--- config.mk ---
export PLATFORM = sky130hd
export DESIGN_NAME = brd_slot_index
export DESIGN_NICKNAME = d
export VERILOG_FILES = /design/src/hdl/brd_pkg.sv /design/src/hdl/brd_slot_index.sv
export SDC_FILE = /design/constraint.sdc
export NUM_CORES = 1
export LEC_CHECK = 0
export BUFFER_PORTS_ARGS = -buffer_cell sky130_fd_sc_hd__buf_2
export CAP_MARGIN = 15
export CORE_UTILIZATION = 35
export CTS_CLUSTER_DIAMETER = 60
export DETAILED_ROUTE_END_ITERATION = 12
export PLACE_DENSITY = 0.49
export REMOVE_ABC_BUFFERS = 1
export SLEW_MARGIN = 30
export SYNTH_ARGS = -nofsm -noshare
export SYNTH_HDL_FRONTEND = slang
export SYNTH_SLANG_ARGS = --single-unit
--- constraint.sdc ---
create_clock -name clk -period 1.8 [get_ports clk]
set_input_delay 0 -clock clk [delete_from_list [all_inputs] [get_ports clk]]
set_output_delay 0 -clock clk [all_outputs]
set_load 0.05 [all_outputs]
--- src/hdl/brd_pkg.sv ---
// ----------------------------------------------------------------------------
// brd_pkg - block ring with drop accounting, shared definitions
// Widths, command and status codes, register indexes and reset values.
// ----------------------------------------------------------------------------
package brd_pkg;

	localparam int RING_DEPTH = 16;
	localparam int SLOT_W     = (RING_DEPTH > 1) ? $clog2(RING_DEPTH) : 1;
	localparam int FILL_W     = 5;
	localparam int LEN_W      = 20;
	localparam int VLEN_W     = 21;
	localparam int CNT_W      = 64;
	localparam int CFG_IDX_W  = 2;
	localparam int CFG_DATA_W = 20;

	localparam logic [LEN_W-1:0]  MAX_BLOCK_RESET  = LEN_W'(262144);
	localparam logic [FILL_W-1:0] RING_SLOTS_RESET = FILL_W'(16);

	typedef enum logic [1:0] {
		CMD_PUSH = 2'd0,
		CMD_POP  = 2'd1,
		CMD_STOP = 2'd2
	} cmd_t;

	typedef enum logic [2:0] {
		ST_STORED  = 3'd0,
		ST_DROPPED = 3'd1,
		ST_REFUSED = 3'd2,
		ST_POPPED  = 3'd3,
		ST_EMPTY   = 3'd4
	} status_t;

	typedef enum logic [CFG_IDX_W-1:0] {
		REG_MAX_BLOCK  = 2'd0,
		REG_RING_SLOTS = 2'd1
	} reg_idx_t;

endpackage

--- src/hdl/brd_slot_index.sv ---
// ----------------------------------------------------------------------------
// brd_slot_index - ring slot index tracker
// Keeps a transaction count modulo every ring size at once; selects by size.
// ----------------------------------------------------------------------------
module brd_slot_index
	import brd_pkg::*;
(
	input  logic              clk,
	input  logic              arst_n,
	input  logic              step,
	input  logic [FILL_W-1:0] cap,
	output logic [SLOT_W-1:0] idx
);

	// res_q[k] holds the count modulo k+1
	logic [SLOT_W-1:0] res_q [RING_DEPTH];
	logic [FILL_W-1:0] cap_m1;

	always_ff @(posedge clk or negedge arst_n) begin
		if (!arst_n) begin
			for (int k = 0; k < RING_DEPTH; k++) begin
				res_q[k] <= '0;
			end
		end else if (step) begin
			for (int k = 0; k < RING_DEPTH; k++) begin
				if (res_q[k] == SLOT_W'(k)) begin
					res_q[k] <= '0;
				end else begin
					res_q[k] <= res_q[k] + 1'b1;
				end
			end
		end
	end

	assign cap_m1 = cap - 1'b1;
	assign idx    = res_q[cap_m1[SLOT_W-1:0]];

endmodule

* Word level (Yosys, flattened, before mapping)
Index checks and enable logic that the tools add are counted.
** Word-level totals
- Bits of input ports :: 8
- Bits in registers :: 64
- Output and inout port bits :: 4
- Word-level logic and storage cells :: 70
** Operators by class
- Bitwise operators :: 1
- Reduce and logical (&&, ||, !) cells :: 1
- Muxes and demuxes :: 19
- Equality and inequality tests :: 15
- Add/subtract/negate cells :: 17
- $lt $le $gt $ge :: 1
** Operator list (count)
- $mux W4 :: 18
- $add A4 B1 Y4 const B :: 16
- $eq A4 B4 Y1 const B :: 8
- $bmux W4 S4 :: 1
- $eq A4 B3 Y1 const B :: 4
- $eq A4 B2 Y1 const B :: 2
- $ge A5 B5 Y1 const B :: 1
- $not A4 Y5 :: 1
- $eq A4 B1 Y1 const B :: 1
- $logic_not A4 Y1 :: 1
- $sub A4 B1 Y4 const B :: 1

* Depth between registers and ports, before layout
Gate-level depths: netlist (run 1).
- Word-level depth :: 5
- Gate-level depth with buffers :: 10
- Mapped depth without buffers :: 6

* Worst setup path after synthesis (run 1)
Ideal clock, no wire load.
- Path type :: input to output
- Start point :: input port cap[0]
- End point :: output port idx[1]
- Path buffers :: 4
- Path slack :: -0.297 ns
- Stages on the path :: 9
- Arrival :: 2.097 ns
- Data required time :: 1.800 ns
- Cells stage by stage :: buf_2 -> buf_2 -> inv_1 -> ha_1 -> buf_2 -> clkbuf_1 -> nor2_1 -> a221oi_1 -> a32o_1
** Between the ends
- Longest elaborated chain between the ends :: 5
** Ends and longest elaborated chain
- from (decl) :: RTL line brd_slot_index.sv:11 : input logic [FILL_W-1:0] cap,
- $sub A4 B1 Y4 :: RTL line brd_slot_index.sv:35 : assign cap_m1 = cap - 1'b1;
- $not A4 Y5 (implied by the code) :: RTL line brd_slot_index.sv:36 : assign idx = res_q[cap_m1[SLOT_W-1:0]];
- $bmux W4 S4 :: RTL line brd_slot_index.sv:36
- $mux W4 (implied by the code) (2 in series) :: RTL line brd_slot_index.sv:36
- to (decl) :: RTL line brd_slot_index.sv:12 : output logic [SLOT_W-1:0] idx
No other way between the ends. The select of a mux whose other input is x is not followed.

* Worst setup path after layout (run 1)
- Start point :: register res_q[38] (netlist bit)
- End point :: output port idx[2]
** Between the ends
- Longest elaborated chain between the ends :: 3
** Ends and longest elaborated chain
- from (decl) :: RTL line brd_slot_index.sv:16 : logic [SLOT_W-1:0] res_q [RING_DEPTH];
- from (signal, indexed assignment) :: RTL line brd_slot_index.sv:29 : res_q[k] <= res_q[k] + 1'b1;
- $bmux W4 S4 :: RTL line brd_slot_index.sv:36
- $mux W4 (implied by the code) (2 in series) :: RTL line brd_slot_index.sv:36
No other way between the ends. The select of a mux whose other input is x is not followed.

==> reports/metrics.csv, run 1 <==
metric;value;unit
Max H-tree Level;3;
crit end category;output port;
DPL Wire Length;5.50;mm
Worst Setup Start Kind;register;
final net count;436;
clock latency on the worst-skew pair;0.34;ns
Finished Layout Cells;552;
final hold slack;0.0702;ns
EDFF count, synth;0;
register bank with the most flops;res_q;
dpl cells;506;
FF+latch count, synth;64;
leakage;0.00194;uW
Crit path required time;1.80;ns
synth warn;0;
Avg Inst Size Synth;9.66;um^2
Max Slew Vio Count;0;
biggest regs;res_q (64);
max-cap violation count;0;
final wirelength;7.91;mm
initial antenna violation count;0;
Final period util;98.7;%
fillers;981;
Netlist Area Pre-Place;0.00354;mm^2
Longest Clk Path Bufs;2;
final hold vios;0;
Min-Delay Path Class;in2reg;
final antenna-violating net count;0;
GR Util All Layers;16.7;%
via count;2845;
Mapped Cells;366;
DRC;0;
Port Buf Inserts;10;
num ports;12;
First-pass DRT Iterations;5;
Remaining Overflow, GRT;0;
min Tclk post-route;1.78;ns
async set or reset register ratio after synthesis;100;%
Layout area overhead;21.4;%
CTS tree;done;
clock sink count;64;
Initial Util;36.2;%
Via density;5.15;
Worst Clk Skew;0.0100;ns
Clock Tree Root;clkbuf_8;
CTS buffer count;9;
first-pass GRT wire length;13.1;mm
FMAX;563;MHz
Unique masters post-synth;31;
maximum VDD drop;0.405;mV
pin count of the biggest net entering global routing;49;
status;completed;
Slew @ Worst Pin;0.419;ns
diode count;0;
share of layout cells above drive strength 1;23.2;%
PwrDens;1450;mW/mm^2
final setup vio count;0;
Reg area;0.00161;mm^2
register area share after synthesis;45.3;%
CP Data Arrival Time;1.78;ns
Core Box Area;0.00977;mm^2
Main synth FF type;dfrtp_1;
GPL Wtd Cong;0.760;
area leader, netlist;dfrtp_1;
Slew headroom;71.9;%
list of most frequent post-synthesis cells;nand2_1, dfrtp_1, o21ai_0;
critical path fanouts, max;2;
Multi-input gate area;0.00184;mm^2
Iteration-0 DRC Markers;115;
Largest register FFs;64;
Die Wd;103;um
ranking of synthesized cells by area;dfrtp_1, nand2_1, o21ai_0, mux4_2, ha_1;
clock slew at reported path FFs;0.07;ns
RSZ-0062 raised after global routing;yes;
Core Rows;36;
critical path type;reg2out;
Die ar.;0.0105;mm^2
Die Y;103;um
overall power;6210;uW
vias in the first global route;2740;
WL/cell;14.3;um
top-count cell post-synth;nand2_1;
Synth top area share;45.3;%
worst paths after layout:
check | endpoint | startpoint | slack, ns | depth (start not counted)
setup / recovery | idx[2] | res_q[38] | 0.02 | 5
hold reg to reg | res_q[55] | res_q[55] | 0.51 | 1
setup reg to reg | res_q[46] | res_q[44] | 0.55 | 7
max in group asynchronous | res_q[36] | arst_n | 1.06 | 3
min in group asynchronous | res_q[25] | arst_n | 0.12 | 2
hold / removal | res_q[13] | step | 0.07 | 3
where the power goes:
| part | internal (uW) | switching [uW] |
|---|---|---|
| registers | 2030 | 648 |
| logic | 1260 | 1160 |
| clock network | 563 | 557 |
| total | 3850 | 2360 |
metal layers:
layer  vias to the layer above  track usage (%)  part of all wire, %
li1                       1394                -                    -
met1                      1406             21.4                   47
met2                        33             27.8                   48
met3                        12             3.46                  2.8
met4                         0             6.59                  1.5
met5                         -                0                    0
metrics by stage:
stage	setup slack (ns)	util, %	instance area (um^2)	setup TNS [ns]
6_report	0.0227	43.9	4290	0
5_1_grt	-0.0269	43.9	4290	-0.0716
4_1_cts	0.000971	42.8	4180	0
3_5_place_dp	0.0127	39.0	3810	0
3_3_place_gp	0.0696	39.0	3810	0
2_1_floorplan	0.129	-	3470	0
logic make-up (layout without fill, tap and decap cells):
group / after synthesis / in the layout / synth area share, %
multiplexers: 30 / 30 / 11.5
flip-flops: 64 / 64 / 45.3
buffers and inverters: 29 / 82 / 3.22
adder cells (fa/ha/maj): 13 / 13 / 4.60
XOR/XNOR: 19 / 19 / 5.24
AO/OA/AOI/OAI: 75 / 75 / 12.8
AND/OR/NAND/NOR: 136 / 136 / 17.3
layout make-up:
type | count | share of cell area (%)
Clock buffer | 12 | 3.62
Clock inverter | 3 | 0.408
Inverter | 12 | 1.05
Multi-Input combinational cell | 273 | 42.9
Sequential cell | 64 | 37.4
Tap cell | 133 | 3.88
Timing Repair Buffer | 55 | 10.7
repair_timing:
| action | CTS | global route |
|---|---|---|
| pin swaps | 1 | 4 |
| endpoints found under the hold margin | 45 | 0 |
| hold buffers | 1 | 0 |
| endpoints found under the setup margin | 4 | 4 |
| setup buffers | 21 | 9 |
| resized for setup | 13 | 11 |
cells in the final DEF, fill, tap and decap left out, types with 8 or more instances in the layout:
master     n
buf_4     41
nand3_1   20
nand4_1   11
o21ai_0   45
xnor2_1   14
inv_1     12
nor2_1     8
mux4_2     8
ha_1      13
clkbuf_8  11
dfrtp_1   60
nand2_1   70
nor2b_1    8
mux2i_1   16
worst max-delay path, cell delays in order, from the launching register on:
cell and delay, ns:
dfrtp_1 0.40, mux4_2 0.48, nand2_2 0.08, nand2_2 0.06, a32o_2 0.26, buf_8 0.15
Note: power is estimated with default switching activity, not from simulation.
==> inputs of run 2 (changes only) <==
PLACE_DENSITY = not set   (was 0.49)
==> run 2 against run 1 <==
Compared with the run above: fmax is 0.46% lower; non-clock buffer count stayed put; combinational power is 4% higher; clock power is 31% higher; die area stayed put; global-route usage is 1.0 points lower; worst hold slack worse by 0.0040 ns; critical path depth stayed put; via count is 1.3% lower; wire length is 6.5% lower; highest routed layer unchanged.
==> reports/metrics.csv, run 2 (synthesized netlist as in run 1, its figures left out) <==
metric;value;unit;change
status;completed;;
critical path fanouts, max;4;;+2
Slew headroom;55.4;%;-16 points
Slew @ Worst Pin;0.664;ns;+0.244 ns
Core Box Area;0.00977;mm^2;unchanged
First-pass DRT Iterations;4;;-1
Via density;5.09;;-1.3%
Worst Clk Skew;0.00423;ns;-0.00580 ns
final net count;436;;unchanged
worst hold start;step;;
worst setup path startpoint;res_q[40];;
first-pass GRT wire length;12.6;mm;-4.0%
clock latency on the worst-skew pair;0.34;ns;about the same
Die Wd;103;um;unchanged
pre-CTS WS;-0.0372;ns;-0.0499 ns
Pint;4270;uW;+11%
Crit path required time;1.80;ns;about the same
final wirelength;7.39;mm;-6.5%
pin count of the biggest net entering global routing;65;;+33%
crit path cell chain;mux4_2 > nand2_2 > nand2_2 > a32o_2 > buf_8;;
biggest regs;res_q (64);;
Final WS setup;0.0146;ns;-0.00814 ns
Clock Tree Root;clkbuf_8;;
Final period util;99.2;%;+0.45 points
Min-Delay Path Class;in2reg;;
WP buf/inv;1;;unchanged
Max H-tree Level;3;;unchanged
CTS tree;done;;
Die Y;103;um;unchanged
CP Data Arrival Time;1.79;ns;about the same
commonest non-fill, non-tap cells in the layout;nand2_1, dfrtp_1, o21ai_0, buf_4, nand3_1;;
Switching Share;35.5;%;-2.5 points
switching pwr;2360;uW;-0.21%
Largest register FFs;64;;unchanged
FMAX;560;MHz;-0.46%
DPL Wire Length;4.78;mm;-13%
crit end category;output port;;
num ports;12;;unchanged
most common cell after layout, fill and taps aside;nand2_1;;
fillers;922;;-6.0%
RSZ-0062 raised after global routing;yes;;
Clock power frac;22.2;%;+4.2 points
initial antenna violation count;0;;unchanged
share of layout cells above drive strength 1;23.9;%;+0.72 points
dpl cells;504;;-0.40%
Crit-path slowest cell;mux4_2;;
WL/cell;13.4;um;-6.5%
DRC;0;;unchanged
Max Slew Vio Count;0;;unchanged
Layout area overhead;23.4;%;
part of the power in combinational logic;37.9;%;-1.0 points
Port Buf Inserts;10;;unchanged
Reg power frac;39.9;%;-3.2 points
diode count;0;;unchanged
final setup vio count;0;;unchanged
critical path type;reg2out;;
vias in the first global route;2714;;-0.95%
Longest Clk Path Bufs;2;;unchanged
clock sink count;64;;unchanged
leakage;0.00197;uW;+1.5%
Die ar.;0.0105;mm^2;unchanged
Worst Setup Start Kind;register;;
final antenna-violating net count;0;;unchanged
cell repeated most along the worst path;nand2_2;;
clock slew at reported path FFs;0.07;ns;about the same
via count;2809;;-1.3%
Initial Util;36.2;%;unchanged
Core Rows;36;;unchanged
crit-path leading delay family;multiplexers;;
min Tclk post-route;1.79;ns;+0.00814 ns
Finished Layout Cells;552;;unchanged
max-cap violation count;0;;unchanged
CTS buffer count;9;;unchanged
Remaining Overflow, GRT;0;;unchanged
GPL Wtd Cong;0.766;;+0.72%
register bank with the most flops;res_q;;
GR Util All Layers;15.7;%;-1.0 points
r2r startpoint;res_q[45];;
slowest stage delay, CP;0.49;ns;about the same
Iteration-0 DRC Markers;103;;-10%
final hold vios;0;;unchanged
maximum VDD drop;0.628;mV;+55%
PwrDens;1520;mW/mm^2;+4.9%
-- run 2: cell types whose count changed in the layout (fill, tap and decap cells not counted), sizes merged --
cell and delta:
bufinv +2, clkbuf +1, clkinv -2, clkinvlp -1
-- run 2: final cells by class --
class / instances / area [um^2] / share of cell area, %
multi-input cells: 273 / 1850 / 42.3
clock inverters: 2 / 60.1 / 1.38
inverters: 12 / 45.0 / 1.03
repair buffers: 55 / 460 / 10.6
clock buffers: 13 / 179 / 4.10
well taps: 133 / 166 / 3.81
flip-flops and latches: 64 / 1610 / 36.8
-- run 2: final timing paths --
kind / endpoint / slack (ns) / depth (start not counted)
min reg2reg: res_q[24] / 0.52 / 1
min: res_q[32] / 0.07 / 2
min in group asynchronous: res_q[37] / 0.20 / 3
max: idx[0] / 0.01 / 5
max reg2reg: res_q[46] / 0.53 / 7
max in group asynchronous: res_q[53] / 1.31 / 3
-- run 2: through the flow --
stage | util (%) | TNS [ns] | instance area (um^2) | hold WS (ns) | power (uW)
floorplan | - | 0 | 3470 | -0.296 | 4040
global placement | 38.9 | 0 | 3800 | 0.0446 | 4570
detailed placement | 38.9 | -0.0442 | 3800 | 0.0486 | 4640
CTS | 43.7 | 0 | 4280 | 0.0469 | 6540
global route | 44.6 | -0.0819 | 4360 | 0.0639 | 7110
finish | 44.6 | 0 | 4360 | 0.0662 | 6630
-- run 2: per-layer routing --
metal	share of wire, %	routed length, um	vias up	GRT usage [%]
li1	-	-	1399	-
met1	48	3530	1359	20.0
met2	46	3440	40	25.7
met3	4.1	300	11	4.20
met4	1.7	126	0	5.71
met5	0	0	-	0
-- run 2: worst register-to-register path: stages, from the launching register on --
cell	delay, ns
dfrtp_1	0.40
buf_4	0.15
inv_1	0.07
ha_1	0.16
nor2b_1	0.16
o21ai_0	0.09
nand2_1	0.07
o21ai_0	0.07
-- run 2: timing repair --
action                                 in CTS  in global routing
pin swaps                                   2                  4
buffers inserted                           26                  6
endpoints found under the hold margin      64                  0
setup endpoints to repair                   4                  4
hold buffers                                1                  0
resized for setup                          14                 12
-- run 2: power groups by stage --
stage	Sequential, uW	Combinational [uW]	Clock, uW
CTS	2650	2380	1520
detailed placement	2830	1810	0
global placement	2810	1760	0
floorplan	2580	1460	0
global route	2730	2820	1570
finish	2640	2510	1470
==> inputs of run 3 (changes only) <==
==> constraint.sdc (replaced) <==
create_clock -name clk -period 1.8 [get_ports clk]
set_input_delay 0.27 -clock clk [delete_from_list [all_inputs] [get_ports clk]]
set_output_delay 0.27 -clock clk [all_outputs]
set_load 0.05 [all_outputs]
==> run 3 against run 2 <==
Compared with the run above: the run now ends with setup timing left; setup slack got worse by 0.25 ns; sequential cell count is the same; clock power down 16%; core utilization grew 0.17 points; clock skew grew 0.0030 ns; sequential share of layout area down 0.25 points; largest power group unchanged; via count fell by 0.11%; non-clock buffer count increased by 1; critical path depth did not move; largest cell class unchanged.
==> reports/metrics.csv, run 3 (synthesized netlist as in run 1, its figures left out) <==
metric;value;unit;change
WL/cell;13.6;um;+1.4%
Slew @ Worst Pin;0.351;ns;-0.312 ns
critical path fanouts, max;2;;-2
Die Y;103;um;unchanged
Crit-path slowest cell;mux4_2;;
most common cell after layout, fill and taps aside;nand2_1;;
CP Data Arrival Time;1.77;ns;-0.02 ns
CTS buffer count;9;;unchanged
diode count;0;;unchanged
Max H-tree Level;3;;unchanged
GR peak layer;met2;;
dpl cells;530;;+5.2%
fillers;915;;-0.76%
initial antenna violation count;0;;unchanged
Crit path required time;1.53;ns;-0.27 ns
num ports;12;;unchanged
vias in the first global route;2660;;-2.0%
leakage;0.00197;uW;about the same
M2 GR Usage;25.4;%;-0.26 points
Port Buf Inserts;10;;unchanged
clock slew at reported path FFs;0.07;ns;about the same
first-pass GRT wire length;12.7;mm;+0.93%
cell repeated most along the worst path;nand2_2;;
final hold slack;0.422;ns;+0.356 ns
met1 Usage GRT;21.3;%;+1.3 points
critical path type;reg2out;;
crit end category;output port;;
min Tclk post-route;2.04;ns;+0.253 ns
Core Box Area;0.00977;mm^2;unchanged
RSZ-0062 raised after global routing;yes;;
First-pass DRT Iterations;4;;unchanged
clock sink count;64;;unchanged
met3 Use GR;3.46;%;-0.75 points
final net count;437;;+0.23%
final setup vio count;4;;+4
Core Rows;36;;unchanged
maximum VDD drop;0.525;mV;-16%
Initial Util;36.2;%;unchanged
biggest regs;res_q (64);;
Final Util;44.8;%;+0.17 points
DPL Wire Length;5.23;mm;+9.6%
Worst Setup Start Kind;register;;
overall power;6440;uW;-2.9%
GPL Wtd Cong;0.798;;+4.2%
max-cap violation count;0;;unchanged
final hold vios;0;;unchanged
final antenna-violating net count;0;;unchanged
Layout area overhead;23.9;%;
via count;2806;;-0.11%
Finished Layout Cells;554;;+0.36%
PwrDens;1470;mW/mm^2;-3.2%
Largest register FFs;64;;unchanged
FMAX;491;MHz;-12%
WP buf/inv;1;;unchanged
clock latency on the worst-skew pair;0.34;ns;about the same
dpl cell area;0.00402;mm^2;+5.8%
Clock Tree Root;clkbuf_8;;
Worst Clk Skew;0.00727;ns;+0.00304 ns
Slew headroom;76.6;%;+21 points
GR Util All Layers;16.0;%;+0.23 points
Max Slew Vio Count;0;;unchanged
Via density;5.06;;-0.47%
Final WS setup;-0.238;ns;-0.253 ns
commonest non-fill, non-tap cells in the layout;nand2_1, dfrtp_1, o21ai_0, buf_4, nand3_1;;
status;finished, violations left;;
share of layout cells above drive strength 1;24.7;%;+0.84 points
Final period util;113;%;+14 points
DRC;0;;unchanged
Iteration-0 DRC Markers;116;;+13%
final wirelength;7.52;mm;+1.8%
crit path cell chain;mux4_2 > nand2_2 > nand2_2 > a32o_2 > buf_8;;
crit-path leading delay family;multiplexers;;
Remaining Overflow, GRT;0;;unchanged
slowest stage delay, CP;0.48;ns;about the same
Reg area;0.00160;mm^2;-0.31%
register bank with the most flops;res_q;;
CTS tree;done;;
Die ar.;0.0105;mm^2;unchanged
design area;0.00438;mm^2;+0.37%
Longest Clk Path Bufs;2;;unchanged
Multi-input gate area;0.00188;mm^2;+1.7%
Min-Delay Path Class;in2reg;;
failing checks;setup timing;;
pin count of the biggest net entering global routing;65;;unchanged
Die Wd;103;um;unchanged
-- run 3: layer usage --
metal	share of wire (%)	wire length (um)
met2	48	3650
met3	2.8	211
met5	0	0
met1	47	3570
met4	1.3	98
-- run 3: path summary, 6_finish.rpt --
path / start / end / slack [ns] / depth (start not counted)
max: res_q[53] / idx[1] / -0.24 / 5
min reg2reg: res_q[3] / res_q[3] / 0.53 / 1
max in group asynchronous: arst_n / res_q[8] / 1.05 / 3
min: step / res_q[8] / 0.42 / 3
min in group asynchronous: arst_n / res_q[46] / 0.46 / 3
max reg2reg: res_q[44] / res_q[46] / 0.48 / 7
-- run 3: timing repair --
action	in CTS	in global routing
pin swaps	9	6
setup endpoints to repair	4	4
hold buffers	1	0
resized for setup	20	11
endpoints found under the hold margin	64	0
buffers inserted	5	2
-- run 3: where the power goes --
group	total (uW)	leakage, uW	switching (uW)	internal [uW]
sequential	2610	0.000785	591	2020
combinational	2580	0.00109	1230	1350
clock	1240	0.0000952	602	639
-- run 3: final cells by class --
type / instances / area share (%)
clock buffer: 9 / 2.83
clock inverter: 7 / 1.66
inverter: 12 / 1.03
multi-input combinational: 273 / 42.9
sequential: 64 / 36.6
tap: 133 / 3.80
timing repair buffer: 56 / 11.3
-- run 3: worst min-delay path, stage by stage --
cell and delay, ns:
buf_2 0.14, buf_4 0.22, xor2_1 0.09
-- run 3: per-stage QoR --
step	TNS (ns)	setup slack, ns
2_1_floorplan	-1.64	-0.411
3_3_place_gp	-1.50	-0.392
3_5_place_dp	-1.60	-0.457
4_1_cts	-0.960	-0.260
5_1_grt	-1.17	-0.295
6_report	-0.929	-0.238
